===== config.mk =====
export PLATFORM = sky130hd
export DESIGN_NAME = arrc_ctrl
export DESIGN_NICKNAME = d
export VERILOG_FILES = /design/src/rtl/core/arrc_pkg.sv /design/src/rtl/core/arrc_ctrl.sv
export SDC_FILE = /design/constraint.sdc
export NUM_CORES = 1
export LEC_CHECK = 0
export BUFFER_PORTS_ARGS = -buffer_cell sky130_fd_sc_hd__clkbuf_2
export CAP_MARGIN = 20
export CORE_UTILIZATION = 46
export CTS_CLUSTER_SIZE = 40
export DETAILED_ROUTE_END_ITERATION = 16
export PLACE_DENSITY = 0.78
export SETUP_SLACK_MARGIN = 0.02
export SYNTH_ARGS = -nofsm -noshare
export SYNTH_HDL_FRONTEND = slang
export SYNTH_SLANG_ARGS = --single-unit
export TNS_END_PERCENT = 5

===== constraint.sdc =====
create_clock -name clk -period 2 [get_ports clk]
set_input_delay 0.1 -clock clk [delete_from_list [all_inputs] [get_ports clk]]
set_output_delay 0.1 -clock clk [all_outputs]
set_load 0.02 [all_outputs]

===== src/rtl/core/arrc_pkg.sv =====
// Shared types and constants for the address range registry check block.
// Used by the channel interfaces, the controller, the datapath and the top level.
// No dependencies.
package arrc_pkg;

	localparam int ADDR_W      = 64;
	localparam int SIZE_W      = 32;
	localparam int LABEL_TAG_W = 16;
	localparam int WINDOW_W    = 24;
	localparam int OP_W        = 2;
	localparam int VERDICT_W   = 2;

	localparam int MAX_RANGES_DEF = 128;
	localparam int LABEL_BITS_DEF = 16;

	localparam logic [WINDOW_W-1:0] WINDOW_RESET = 24'h01_0000;

	localparam logic [OP_W-1:0] OP_CHECK      = 2'd0;
	localparam logic [OP_W-1:0] OP_REGISTER   = 2'd1;
	localparam logic [OP_W-1:0] OP_UNREGISTER = 2'd2;

	localparam logic [VERDICT_W-1:0] VERDICT_UNKNOWN  = 2'd0;
	localparam logic [VERDICT_W-1:0] VERDICT_IN_RANGE = 2'd1;
	localparam logic [VERDICT_W-1:0] VERDICT_WALKED   = 2'd2;

	// Controller to datapath
	typedef struct packed {
		logic                 capture;
		logic                 clr_idx;
		logic                 inc_idx;
		logic                 rd_en;
		logic                 rd_next;
		logic                 wr_en;
		logic                 wr_at_cnt;
		logic                 wr_from_rd;
		logic                 cnt_inc;
		logic                 cnt_dec;
		logic                 cache_load;
		logic                 cache_inval;
		logic                 end_load;
		logic                 set_verdict;
		logic [VERDICT_W-1:0] verdict;
		logic                 set_changed;
		logic                 set_full;
		logic                 load_out;
	} arrc_cmd_t;

	// Datapath to controller
	typedef struct packed {
		logic [OP_W-1:0] opcode;
		logic            addr_zero;
		logic            size_zero;
		logic            cache_hit;
		logic            scan_end;
		logic            shift_end;
		logic            tbl_full;
		logic            covers;
		logic            base_eq;
		logic            data_same;
		logic            walked;
	} arrc_sts_t;

endpackage


===== src/rtl/core/arrc_ctrl.sv =====
// Controller state machine: sequences capture, table scan, append/update,
// removal shift, walked-past test and response hand-off. Depends on arrc_pkg.
module arrc_ctrl import arrc_pkg::*; (
	input  logic      clk,
	input  logic      arst_n,
	input  logic      req_valid,
	output logic      req_ready,
	output logic      rsp_valid,
	input  logic      rsp_ready,
	input  arrc_sts_t sts,
	output arrc_cmd_t cmd
);

	typedef enum logic [8:0] {
		ST_IDLE     = 9'b000000001,
		ST_START    = 9'b000000010,
		ST_SCAN_RD  = 9'b000000100,
		ST_SCAN_CMP = 9'b000001000,
		ST_END      = 9'b000010000,
		ST_PAST     = 9'b000100000,
		ST_SHIFT_RD = 9'b001000000,
		ST_SHIFT_WR = 9'b010000000,
		ST_RESP     = 9'b100000000
	} state_t;

	state_t state_q, state_d;
	logic   out_valid_q;

	always_comb begin
		cmd     = '0;
		state_d = state_q;
		unique case (state_q)
			ST_IDLE: begin
				if (req_valid) begin
					cmd.capture = 1'b1;
					state_d     = ST_START;
				end
			end
			ST_START: begin
				cmd.clr_idx = 1'b1;
				state_d     = ST_SCAN_RD;
				case (sts.opcode)
					OP_CHECK: begin
						if (sts.addr_zero) begin
							state_d = ST_RESP;
						end else if (sts.cache_hit) begin
							cmd.set_verdict = 1'b1;
							cmd.verdict     = VERDICT_IN_RANGE;
							state_d         = ST_RESP;
						end
					end
					OP_REGISTER: begin
						if (sts.addr_zero || sts.size_zero) begin
							state_d = ST_RESP;
						end
					end
					OP_UNREGISTER: begin
						if (sts.addr_zero) begin
							state_d = ST_RESP;
						end
					end
					default: state_d = ST_RESP;
				endcase
			end
			ST_SCAN_RD: begin
				if (sts.scan_end) begin
					state_d = ST_RESP;
					case (sts.opcode)
						OP_CHECK: state_d = ST_END;
						OP_REGISTER: begin
							if (sts.tbl_full) begin
								cmd.set_full = 1'b1;
							end else begin
								cmd.wr_en       = 1'b1;
								cmd.wr_at_cnt   = 1'b1;
								cmd.cnt_inc     = 1'b1;
								cmd.cache_inval = 1'b1;
								cmd.set_changed = 1'b1;
							end
						end
						default: ;
					endcase
				end else begin
					cmd.rd_en = 1'b1;
					state_d   = ST_SCAN_CMP;
				end
			end
			ST_SCAN_CMP: begin
				cmd.inc_idx = 1'b1;
				state_d     = ST_SCAN_RD;
				case (sts.opcode)
					OP_CHECK: begin
						if (sts.covers) begin
							cmd.cache_load  = 1'b1;
							cmd.set_verdict = 1'b1;
							cmd.verdict     = VERDICT_IN_RANGE;
							state_d         = ST_RESP;
						end
					end
					OP_REGISTER: begin
						if (sts.base_eq) begin
							state_d = ST_RESP;
							// same base: rewrite length and label only when they differ
							if (!sts.data_same) begin
								cmd.wr_en       = 1'b1;
								cmd.cache_inval = 1'b1;
								cmd.set_changed = 1'b1;
							end
						end
					end
					OP_UNREGISTER: begin
						if (sts.base_eq) begin
							cmd.inc_idx = 1'b0;
							state_d     = ST_SHIFT_RD;
						end
					end
					default: state_d = ST_RESP;
				endcase
			end
			ST_END: begin
				cmd.end_load = 1'b1;
				state_d      = ST_PAST;
			end
			ST_PAST: begin
				if (sts.walked) begin
					cmd.set_verdict = 1'b1;
					cmd.verdict     = VERDICT_WALKED;
				end
				state_d = ST_RESP;
			end
			ST_SHIFT_RD: begin
				if (sts.shift_end) begin
					cmd.cnt_dec     = 1'b1;
					cmd.cache_inval = 1'b1;
					cmd.set_changed = 1'b1;
					state_d         = ST_RESP;
				end else begin
					cmd.rd_en   = 1'b1;
					cmd.rd_next = 1'b1;
					state_d     = ST_SHIFT_WR;
				end
			end
			ST_SHIFT_WR: begin
				// close the gap: entry idx+1 moves down to idx
				cmd.wr_en      = 1'b1;
				cmd.wr_from_rd = 1'b1;
				cmd.inc_idx    = 1'b1;
				state_d        = ST_SHIFT_RD;
			end
			ST_RESP: begin
				if (!out_valid_q || rsp_ready) begin
					cmd.load_out = 1'b1;
					state_d      = ST_IDLE;
				end
			end
			default: state_d = ST_IDLE;
		endcase
	end

	always_ff @(posedge clk or negedge arst_n) begin
		if (!arst_n) begin
			state_q     <= ST_IDLE;
			out_valid_q <= 1'b0;
		end else begin
			state_q <= state_d;
			if (cmd.load_out) begin
				out_valid_q <= 1'b1;
			end else if (rsp_ready) begin
				out_valid_q <= 1'b0;
			end
		end
	end

	assign req_ready = (state_q == ST_IDLE);
	assign rsp_valid = out_valid_q;

endmodule


Yosys cells after proc, flatten, opt, wreduce, memory -nomap -nowiden

Cells that the tools add are included.

Bits in registers: 10
Output and inout bits: 21

Equal/unequal tests: 13
Multiplexer cells: 61
Reductions and logical operators: 6

Operators with widths:

| cell               | count |
|---|---|
| $mux 9             | 11 |
| $pmux 9 s9         | 1 |
| $pmux 9 s3         | 2 |
| $mux 1             | 28 |
| $mux 3             | 6 |
| $mux 2             | 6 |
| $eq 9x1->1 const B | 1 |
| $eq 9x2->1 const B | 1 |
| $eq 9x3->1 const B | 1 |
| $eq 9x4->1 const B | 1 |
| $eq 9x5->1 const B | 1 |
| $eq 9x6->1 const B | 1 |
| $eq 9x7->1 const B | 1 |
| $eq 9x8->1 const B | 1 |
| $eq 9x9->1 const B | 1 |
| $pmux 1 s3         | 3 |
| $pmux 3 s3         | 1 |
| $mux 7             | 1 |
| $ne 2x2->1 const B | 2 |
| $pmux 1 s2         | 2 |
| $eq 2x1->1 const B | 1 |
| $eq 2x2->1 const B | 1 |
| $logic_not 2->1    | 1 |
| $logic_or 1x1->1   | 2 |
| other kinds (3)    | 3 |

Depth between registers and ports, before layout

Word-level depth: 5
Depth in mapped cells: 5
Depth with buffers taken out: 4

Worst setup path before layout

OpenSTA, ideal clock, no wires.

Path type: register -> output
Start: reg state_q[6]
End: out cmd[12] (netlist name)
Arrival: 1.953 ns
Stages on the path, launching flop included: 6
Slack: -0.053 ns
Path through: dfrtp_1 > or4_4 > nor3_2 > nand2_1 > nor4_2 > buf_4

RTL lines:

| element                  | line             | text |
|---|---|---|
| start: declaration       | arrc_ctrl.sv:26  | `state_t state_q, state_d;` |
| start signal: assignment | arrc_ctrl.sv:165 | `state_q <= state_d;` |
| end: declaration         | arrc_ctrl.sv:11  | `output arrc_cmd_t cmd` |

==> flow_summary_export.csv <==
group,metric,value,unit
logic_synthesis,synth_edf_count,0,
logic_synthesis,syn_area_per_cell,8.489,um^2
final_layout,area_growth,50.00,%
route,antenna_left,0,
placement,place_congestion,0.8457,
logic_synthesis,ys_top_cells_by_count,"dfrtp_1 (9), nor2_1 (9), inv_1 (7), nand2_1 (7)",
final_layout,drive_above_1_share,52.03,%
timing,period_share,105.7,%
clock_network,cts_tree,"done",
logic_synthesis,syn_nets,118,
timing,min_period,2.114,ns
power,p_switching,0.0003806,W
logic_synthesis,synthArstFlopShare,100.0,%
clock_network,path_clk_slew,0.08,ns
power,ir_drop,0.5723,mV
power,p_sw_share,41.96,%
power,comb_power_share,49.2,%
worst_setup_path,crit_path_start_kind,"flop",
clock_network,cts-root-buf,"clkbuf_4",
placement,dp_cells,161,
placement,port_buffers,36,
clock_network,htree_levels,1,
timing,hold_violations,0,
worst_setup_path,cp_top_family,"simple AND/OR/NAND/NOR gates",
timing,drv_slew,0,
logic_synthesis,ys.flop_type,"dfrtp_1",
clock_network,cts_buffers,3,
power,cellPowerDensity,698.5,nW/um^2
worst_setup_path,crit_chain,"nor4_2, nand2b_1, nor3_2, or2_1, clkbuf_2",
global_route,antenna_found_initial,0,
clock_network,clock-sinks,10,
final_layout,final-instance-count-excl-fill,173,
route,routedWlPerCell,14.95,um
route,drtPass1Iterations,4,
global_route,track_usage,27.30,%
logic_synthesis,synth_top_area_cell,"dfrtp_1",
worst_setup_path,cp_num_buf_inv,1,
floorplanning,die_h,45.39,um
timing,tightest_slew,0.5930,ns
timing,maxSlewHeadroom,60.47,%
timing,setup_viol,10,
logic_synthesis,synth.yosys.warnings,0,
final_layout,fillCellCount,144,
logic_synthesis,ys_ff_latch,10,
floorplanning,num_rows,15,
min_path,hp-class,"input port to flop",
outcome,violations,"setup timing",
global_route,grt_pass1_wl,4.071,mm
power,clkPwrFrac,16.8,%
worst_setup_path,path_class,"flop to output pin",
final_layout,multi_input_area,668.1,um^2
worst_setup_path,critPathMaxStageDelay,0.47,ns
timing,fin_ws,-0.1140,ns
route,drt_iter0_drc,32,
final_layout,seq_area,257.7,um^2
power,power_frac_seq,34.0,%
timing,rsz0062_at_grt,"true",
power,leakagePower,0.6372,nW
clock_network,ctsLongestPathBuffers,2,
floorplanning,die_w,45.39,um
timing,fin_skew,0.01375,ns
route,num_vias,984,
power,p_int,0.0005265,W
timing,fmax,473.0,MHz
global_route,grt_pass1_vias,959,
power,power.total,0.0009071,W
timing,whs,0.03508,ns
worst_setup_path,slowest_stage,"dfrtp_2",
clock_network,clk_latency,0.27,ns
floorplanning,dieArea,2060,um^2
floorplanning,core_area,1745,um^2
placement,place_ws,0.1062,ns
worst_setup_path,end_kind,"output pin",
outcome,status,"finished with violations",
worst_setup_path,crit_arrival,2.01,ns
logic_synthesis,synthCells,102,
floorplanning,ios,37,
worst_setup_path,crit_path_max_fanout,6,
floorplanning,start_util,49.61,%
logic_synthesis,synth_top_area_share,26.01,%
final_layout,antenna_cells,0,
job,drv_cap,0,
route,drc,0,
route,viasPerCell,5.688,
final_layout,nNetsFinal,165,
logic_synthesis,synth.distinct_cells,44,
logic_synthesis,seq_area_frac_synth,29.05,%
global_route,grt_overflow,0,
logic_synthesis,synthTopCellsByArea,"dfrtp_1 (26%), nor2_1 (3.9%), nor4bb_1 (3.5%), or4b_1 (3.5%), dfstp_2 (3.0%)",
final_layout,postLayoutCellArea,1299,um^2
placement,placed_cell_area,1079,um^2
route,drt_wl_total,2.587,mm
worst_setup_path,cp.required,1.90,ns
logic_synthesis,synth_area,865.8,um^2
placement,hpwl,1.832,mm
global_route,grt_max_degree,13,
-- flip-flops by register name (all words and copies together), names as in the netlist --
name       count
rsp_valid      1
state_q        9
-- through the flow --
step / setup TNS [ns] / utilization, %
after floorplan: 0 / -
final: -0.6058 / 74.41
after global placement: 0 / 61.79
after detailed placement: 0 / 61.79
after CTS: -0.2804 / 71.47
after global routing: -1.630 / 74.41
-- power by group through the flow --
stage | logic (W) | registers, W | clock network [W]
finish | 0.000446 | 0.000308 | 0.000153
detailed placement | 0.000375 | 0.000289 | 0
floorplan | 0.000270 | 0.000283 | 0
global placement | 0.000367 | 0.000286 | 0
global route | 0.000488 | 0.000315 | 0.000165
CTS | 0.000426 | 0.000295 | 0.000151
-- what timing repair did --
| action | CTS | global route |
|---|---|---|
| hold endpoints to repair | 10 | 0 |
| buffers inserted | 7 | 0 |
| endpoints found under the setup margin | 14 | 19 |
| pin swaps | 7 | 1 |
| hold buffers | 1 | 0 |
| resized for setup | 24 | 18 |
-- per-layer routing --
| layer | global-route usage (%) | wire (um) | share of wire, % | up-vias |
|---|---|---|---|---|
| li1 | - | - | - | 473 |
| met1 | 34.00 | 1072 | 41 | 464 |
| met3 | 1.984 | 99 | 3.8 | 8 |
| met2 | 47.71 | 1352 | 52 | 39 |
| met4 | 12.12 | 63 | 2.4 | 0 |
| met5 | 0 | 0 | 0 | - |
-- cell type report --
type / instances / share of cell area (%)
Timing Repair Buffer: 46 / 22.25
Multi-Input combinational cell: 81 / 51.44
Sequential cell: 10 / 19.85
Tap cell: 25 / 2.408
Clock buffer: 4 / 2.023
Inverter: 7 / 2.023
-- final timing paths --
check                                 from         end  slack [ns]  cells after the start
worst min register to register   rsp_valid   rsp_valid        0.59                      2
worst max register to register  state_q[3]  state_q[8]        0.23                      5
min in group asynchronous           arst_n  state_q[4]        0.23                      2
worst min-delay path             rsp_ready   rsp_valid        0.04                      2
worst max-delay path            state_q[6]     cmd[15]       -0.11                      5
max in group asynchronous           arst_n  state_q[0]        1.48                      2
-- placed cells by master (no fill, tap or decap), types with 2 or more instances in the layout --
| master | instances |
|---|---|
| nor3_2 | 4 |
| xor2_1 | 2 |
| clkbuf_2 | 24 |
| inv_1 | 7 |
| clkbuf_4 | 8 |
| nand2b_1 | 4 |
| nor2b_1 | 2 |
| nand3_1 | 2 |
| or2_1 | 2 |
| o211ai_1 | 3 |
| nor2_1 | 8 |
| and3_1 | 3 |
| or4b_4 | 4 |
| dfrtp_1 | 4 |
| nor3_4 | 2 |
| nor4_4 | 3 |
| a21oi_1 | 2 |
| nand2_1 | 6 |
| nor4bb_1 | 2 |
| dfrtp_2 | 5 |
| and2_1 | 2 |
| a22o_1 | 2 |
| buf_4 | 14 |
| o21ai_0 | 4 |
| or4_4 | 2 |
-- kinds of logic (layout without fill, tap and decap cells) --
logic type	Yosys count	in the layout	synth area share (%)
xor+xnor	3	3	3.035
compound gates	19	19	16.04
buf+inv	11	57	5.635
flops	10	10	29.05
simple gates	59	59	46.24
-- worst reg2reg max path: stages, from the launching register on --
cell,delay [ns]
dfrtp_2,0.46
or4b_4,0.56
buf_4,0.15
a221oi_1,0.28
o21ai_0,0.14
o2111ai_1,0.11
(Power assumes the default switching activity.)
